--- src/rtl/mnes_pkg.sv ---
// shared types and constants for the masked neighbour estimate stencil
package mnes_pkg;

    localparam int DEFAULT_MAX_ROWS = 1024;
    localparam int DIV_BITS         = 19;
    localparam int CNT_W            = $clog2(DIV_BITS);
    localparam int CFG_DATA_W       = 16;

    localparam logic [1:0] REG_ESTIMATE_MODE = 2'd0;
    localparam logic [1:0] REG_ROWS_IN_USE   = 2'd1;
    localparam logic [1:0] REG_COLS_IN_USE   = 2'd2;

    typedef struct packed {
        logic signed [15:0] sample;
        logic               is_missing;
    } in_beat_t;

    typedef struct packed {
        logic signed [19:0] estimate;
        logic               no_divisor;
        logic [9:0]         centre_row;
        logic [15:0]        centre_col;
        logic               last_of_image;
    } out_beat_t;

    typedef struct packed {
        logic capture;
        logic rd_here;
        logic rd_other;
        logic win_step;
        logic div_start;
        logic div_step;
        logic out_load;
    } mnes_cmd_t;

    typedef struct packed {
        logic interior;
        logic out_free;
    } mnes_status_t;

endpackage

--- src/rtl/mnes_ctrl.sv ---
// controller state machine sequencing one pixel through the datapath
module mnes_ctrl
(
    input  logic                   clk,
    input  logic                   rst_n,
    input  logic                   in_valid,
    output logic                   in_stall,
    input  mnes_pkg::mnes_status_t status,
    output mnes_pkg::mnes_cmd_t    cmd
);
    import mnes_pkg::*;

    typedef enum logic [2:0] {
        ST_IDLE,
        ST_RD_HERE,
        ST_RD_OTHER,
        ST_WIN,
        ST_SUM,
        ST_DIV,
        ST_OUT
    } state_t;

    state_t           state_reg, state_next;
    logic [CNT_W-1:0] cnt_reg, cnt_next;

    always_comb
    begin
        state_next = state_reg;
        cnt_next   = cnt_reg;
        case (state_reg)
            ST_IDLE:
            begin
                if (in_valid)
                begin
                    state_next = ST_RD_HERE;
                end
            end
            ST_RD_HERE:  state_next = ST_RD_OTHER;
            ST_RD_OTHER: state_next = ST_WIN;
            ST_WIN:      state_next = status.interior ? ST_SUM : ST_IDLE;
            ST_SUM:
            begin
                state_next = ST_DIV;
                cnt_next   = '0;
            end
            ST_DIV:
            begin
                if (cnt_reg == CNT_W'(DIV_BITS - 1))
                begin
                    state_next = ST_OUT;
                end
                cnt_next = cnt_reg + 1'b1;
            end
            ST_OUT:
            begin
                if (status.out_free)
                begin
                    state_next = ST_IDLE;
                end
            end
            default: state_next = ST_IDLE;
        endcase
    end

    always_ff @(posedge clk or negedge rst_n)
    begin
        if (!rst_n)
        begin
            state_reg <= ST_IDLE;
            cnt_reg   <= '0;
        end
        else
        begin
            state_reg <= state_next;
            cnt_reg   <= cnt_next;
        end
    end

    assign in_stall = (state_reg != ST_IDLE);

    always_comb
    begin
        cmd           = '0;
        cmd.capture   = (state_reg == ST_IDLE) && in_valid;
        cmd.rd_here   = (state_reg == ST_RD_HERE);
        cmd.rd_other  = (state_reg == ST_RD_OTHER);
        cmd.win_step  = (state_reg == ST_WIN);
        cmd.div_start = (state_reg == ST_SUM);
        cmd.div_step  = (state_reg == ST_DIV);
        cmd.out_load  = (state_reg == ST_OUT) && status.out_free;
    end

endmodule

--- config.mk ---
export PLATFORM = sky130hd
export DESIGN_NAME = mnes_ctrl
export DESIGN_NICKNAME = d
export VERILOG_FILES = /design/src/rtl/mnes_pkg.sv /design/src/rtl/mnes_ctrl.sv
export SDC_FILE = /design/constraint.sdc
export NUM_CORES = 1
export LEC_CHECK = 0
export BUFFER_PORTS_ARGS = -buffer_cell sky130_fd_sc_hd__buf_4
export CAP_MARGIN = 15
export CORE_AREA = 2 2 39 41
export CTS_BUF_LIST = sky130_fd_sc_hd__clkbuf_4
export CTS_CLUSTER_SIZE = 16
export DETAILED_ROUTE_END_ITERATION = 7
export DIE_AREA = 0 0 41 43
export HOLD_SLACK_MARGIN = 0.12
export PLACE_DENSITY_LB_ADDON = 0.12
export SLEW_MARGIN = 30
export SYNTH_ARGS = -nofsm -noshare
export SYNTH_HDL_FRONTEND = slang
export SYNTH_SLANG_ARGS = --single-unit
--- constraint.sdc ---
create_clock -name clk -period 1.8 [get_ports clk]
set_clock_uncertainty 0.05 [all_clocks]
set_input_delay 0.36 -clock clk [delete_from_list [all_inputs] [get_ports clk]]
set_output_delay 0.36 -clock clk [all_outputs]
set_load 0.1 [all_outputs]
==> results.md, run 1 <==
* Worst hold path startpoint: status[1]
* Fillers at 128
* Rel. slew slack at 0.811
* Postcts setup bufs at 0
* DR DRC count at 0
* Wire per inst at 12.4 um
* Fin. Hold Viols at 0
* Final period util at 0.989
* Commonest non-fill, non-tap cell in the layout: buf_4
* Worst skew pair latency at 0.26 ns
* WP data arrival at 1.37 ns
* Initial Util at 0.380
* Reg area at 203 um^2
* RSZ-0062 raised after global routing: true
* Synth Area in Compound Gates at 0.179
* Standard-cell rows at 14
* R2R setup slack at 0.52 ns
* Fmax at 0.562 GHz
* Syn Nets at 58
* Share of the synthesized area in the top cell type at 0.381
* Syn-to-layout area delta at 42.1%
* Yosys top cell by area: dfrtp_1
* Vias in the first global route at 370
* Synth Area in XOR/XNOR at 0
* Chip Height at 43 um
* Max Cap Viol at 0
* Root buffer cell: clkbuf_4
* Syn_area_per_cell at 10.3 um^2
* Status: completed
* Critical path required time at 1.39 ns
* # H-tree levels at 1
* CTS Sinks at 8
* CTS clk-pin slew, worst paths at 0.06 ns
* Yosys reg bits at 8
* Worst-Margin Slew at 0.281 ns
* 1st-pass router iterations at 4
* Final setup vio count at 0
* First-pass GRT wire length at 1700 um
* DRT Wirelength at 1030 um
* Antenna-violating nets left at 0
* Core Footprint at 1380 um^2
* GR Overflow Total at 0
* Post-route setup TNS at 0 ns
* Crit path time final at 1.78 ns
* Proportion of layout cells with a drive suffix above 1 at 0.522
* Multiplexer area fraction after synthesis at 0.0405
* Max clock buf depth at 2
* RR Endpoint: cnt_reg[4]$_DFFE_PN0P_
* ANT cells at 0
* GRT Resource Usage Total at 0.150
* Synth top area cells: dfrtp_1 38%, buf_6 6.4%, o311ai_2 6.2%, ha_1 4.8%, nand3_1 3.8%
* Worst reg2reg startpoint: state_reg[1]$_DFFE_PN0P_
* Largest net degree at the start of global routing at 10
* Fin. max-slew vios at 0
* Die area at 1760 um^2
* Initial antenna violation count at 0
* Ys Warns at 0
* Cells after synthesis at 51
* Vias at 427
* Met2 GRT Util at 0.184
* Area of the multi-input gates at 315 um^2
* Post-Syn Area at 526 um^2
* Vias/cell at 5.14
* Hold/Removal Path Class: in -> reg
* CP startpoint kind: register
* NumNets Final at 76
* HPWL Detailed at 784 um
* Top Usage Layer GRT: met1
* Die X at 41 um
* Post-synthesis sequential area ratio at 0.381
* Hold endpoint: state_reg[2]$_DFFE_PN0P_
* Port bufs at 12
* Met1 usage in global routing at 0.224
* GR Layer Usage met3 at 0.0471
* Largest family of logic cells by synthesized area: simple AND/OR/NAND/NOR gates
* Post-Synth Adder-Cell Area at 0.0476
* Path depth of the worst reg2reg path at 3
* Simple-Gate Fraction of Synth Area at 0.252
* Synth cell types at 25
* Initial DRC count at 6
* GPL Wtd Cong at 0.677
* Max FO, Critical Path at 4
* Crit end category: primary output
* CTS tree: built
* Max reg flops at 5
* Hold depth at 2
* IO Pins at 13
* Commonest cells after routing, fill and taps aside: 11 x buf_4, 6 x dfrtp_1, 4 x nand2_1, 4 x nand3_1
* Crit. Startpoint: state_reg[0]$_DFFE_PN0P_
* CTS Buf Count at 3
* CP Class: reg -> out
## logic make-up after synthesis
logic type | after synthesis
AO/OA/AOI/OAI | 10
multiplexers | 2
buffers and inverters | 7
AND/OR/NAND/NOR | 22
adder cells (fa/ha/maj) | 2
flip-flops | 8
## layer usage
layer | up-vias | part of all wire
met4 | 0 | 0.020
met3 | 4 | 0.066
met5 | - | 0
li1 | 217 | -
met2 | 14 | 0.45
met1 | 192 | 0.46
## cells in the mapped netlist, drive strengths merged
library cell / count
dfrtp: 8
buf: 4
nand2: 4
nand3: 4
nor2: 4
a22o: 3
inv: 3
nand2b: 3
ha: 2
nor3: 2
nor3b: 2
o311ai: 2
o31ai: 2
a21oi: 1
a221oi: 1
and4: 1
mux2: 1
mux2i: 1
nand3b: 1
o21ai: 1
or3: 1
## stage by stage
step / instances / area (um^2) / util / hold WS, ns / setup slack [ns]
3_3_place_gp: 79 / 653 / 0.472 / 0.136 / 0.188
6_report: 83 / 747 / 0.540 / 0.277 / 0.0192
4_1_cts: 83 / 709 / 0.513 / 0.285 / 0.00172
3_5_place_dp: 79 / 653 / 0.472 / 0.136 / 0.168
2_1_floorplan: 51 / 554 / - / 0.0144 / -0.333
5_1_grt: 83 / 747 / 0.540 / 0.295 / -0.0356
## cell type report
type                            instances  share of cell area
Clock buffer                            3              0.0302
Inverter                                3              0.0151
Multi-Input combinational cell         36               0.422
Timing Repair Buffer                   17               0.235
Tap cell                               16              0.0268
Sequential cell                         8               0.271
## how the worst max path moves through the flow
stage	end	slack, ns
floorplan	cmd[5]	-0.33
global route	cmd[6]	-0.04
detailed placement	cmd[6]	0.17
global placement	cmd[6]	0.19
finish	cmd[6]	0.02
CTS	cmd[6]	0.002
## critical path, cell delays in order, from the launching register on
cell	delay [ns]
dfrtp_2	0.43
or3_4	0.39
nor2_4	0.11
buf_12	0.18
## timing repair
item                                   4_1_cts  5_1_grt
gates cloned                                 0        0
setup endpoints to repair                    5        4
endpoints found under the hold margin        8        0
pin swaps                                    2        1
gates resized for setup                      8        9
hold buffers                                 1        0
Power of run 1 is not shown: default switching activity piles up to over one toggle a cycle in this logic, so the estimate is an artifact.
==> inputs of run 2 (changes only) <==
CTS_BUF_LIST = sky130_fd_sc_hd__clkbuf_8   (was sky130_fd_sc_hd__clkbuf_4)
==> run 2 against run 1 <==
Net effect: routed wire length up 3.7%; clock-buffer cell count unchanged; global-route usage up 0.30 points; critical path depth unchanged; register-to-register slack about the same; die area unchanged; critical endpoint is now cmd[0].
==> results.md, run 2 (synthesized netlist as in run 1, its figures left out) <==
* Status: completed
* Vias/cell at 5.08
* Max FO, Critical Path at 6
* 1st-pass router iterations at 4
* Wire per inst at 12.8 um
* HPWL Detailed at 784 um
* Die X at 41 um
* Final setup vio count at 0
* Rel. slew slack at 0.815
* Proportion of layout cells with a drive suffix above 1 at 0.507
* Chip Height at 43 um
* First-pass GRT wire length at 1760 um
* DR DRC count at 0
* RSZ-0062 raised after global routing: true
* Max clock buf depth at 2
* CP startpoint kind: register
* Crit end category: primary output
* Antenna-violating nets left at 0
* Largest net degree at the start of global routing at 10
* CTS tree: built
* Cell total after placement at 79
* Fin cells at 83
* Commonest cells after routing, fill and taps aside: 12 x buf_4, 6 x dfrtp_1, 4 x nand2_1, 4 x nand3_1
* CP Class: reg -> out
* CP Cell Sequence: inv_1 > and4_2 > buf_6
* Final period util at 0.983
* Number of cells on the critical path at 3
* GR Overflow Total at 0
* CTS clk-pin slew, worst paths at 0.04 ns
* Hold depth at 2
* Worst skew pair latency at 0.23 ns
* Buffers & Inverters on Critical Path at 2
* DRT Wirelength at 1070 um
* Vias at 422
* WP data arrival at 1.36 ns
* Max reg flops at 5
* Setup WS pre-CTS at 0.168 ns
* Worst setup margin at 0.0302 ns
* Standard-cell rows at 14
* Vias in the first global route at 386
* Max incr delay on CP at 0.43 ns
* Crit path time final at 1.77 ns
* Initial antenna violation count at 0
* NumNets Final at 76
* CTS Sinks at 8
* CTS Buf Count at 3
* Fin. Hold Viols at 0
* Core Footprint at 1380 um^2
* Post-route setup TNS at 0 ns
* Max Cap Viol at 0
* Port bufs at 12
* Critical path required time at 1.39 ns
* Initial Util at 0.380
* GPL Wtd Cong at 0.677
* IO Pins at 13
* Die area at 1760 um^2
* Fmax at 0.565 GHz
* GRT Resource Usage Total at 0.153
* Path depth of the worst reg2reg path at 3
* Initial DRC count at 8
* Fin. max-slew vios at 0
* Syn-to-layout area delta at 39.5%
* CP delay by family, top: buffers and inverters
* Commonest non-fill, non-tap cell in the layout: buf_4
* Root buffer cell: clkbuf_8
* ANT cells at 0
* Hold/Removal Path Class: in -> reg
* Worst-Margin Slew at 0.275 ns
* Critical-path top delay cell: dfrtp_2
* Final design utilization at 0.530
* # H-tree levels at 1
-- run 2: cell counts in the layout (fill, tap and decap cells not counted) --
Identical to the previous run, type by type.
-- run 2: repair_timing --
| action | CTS | global route |
|---|---|---|
| hold endpoints to repair | 8 | 0 |
| setup buffers | 0 | 0 |
| endpoints found under the setup margin | 4 | 4 |
| resized for setup | 6 | 3 |
| hold buffers | 1 | 0 |
| pin swaps | 0 | 1 |
-- run 2: cell type report --
| type | count | area (um^2) |
|---|---|---|
| fillers | 130 | 651 |
| multi-input cells | 36 | 304 |
| flip-flops and latches | 8 | 203 |
| repair buffers | 17 | 154 |
| clock buffers | 3 | 41.3 |
| well taps | 16 | 20.0 |
| inverters | 3 | 11.3 |
-- run 2: stage by stage --
stage | instance area (um^2) | hold slack [ns]
floorplan | 554 | 0.0144
global placement | 653 | 0.136
detailed placement | 653 | 0.136
CTS | 727 | 0.315
global route | 733 | 0.331
finish | 733 | 0.310
-- run 2: worst paths after layout --
check	start	to	slack (ns)
min in group asynchronous	rst_n	state_reg[2]$_DFFE_PN0P_	0.44
hold / removal	status[1]	state_reg[2]$_DFFE_PN0P_	0.31
setup / recovery	state_reg[0]$_DFFE_PN0P_	cmd[0]	0.03
hold reg to reg	cnt_reg[4]$_DFFE_PN0P_	cnt_reg[4]$_DFFE_PN0P_	0.50
max in group asynchronous	rst_n	state_reg[0]$_DFFE_PN0P_	1.11
setup reg to reg	state_reg[1]$_DFFE_PN0P_	cnt_reg[4]$_DFFE_PN0P_	0.53
-- run 2: routing by layer --
layer | routed length, um | vias up | global-route usage
li1 | - | 217 | -
met1 | 503 | 190 | 0.228
met2 | 491 | 15 | 0.200
met3 | 70 | 0 | 0.0314
met4 | 0 | 0 | 0.0800
met5 | 0 | - | 0
-- run 2: worst reg2reg max path, stage by stage, from the launching register on --
cell	delay, ns
dfrtp_1	0.39
nand2b_2	0.28
buf_4	0.19
o311ai_2	0.26
Power of run 2 is left out for the same reason.
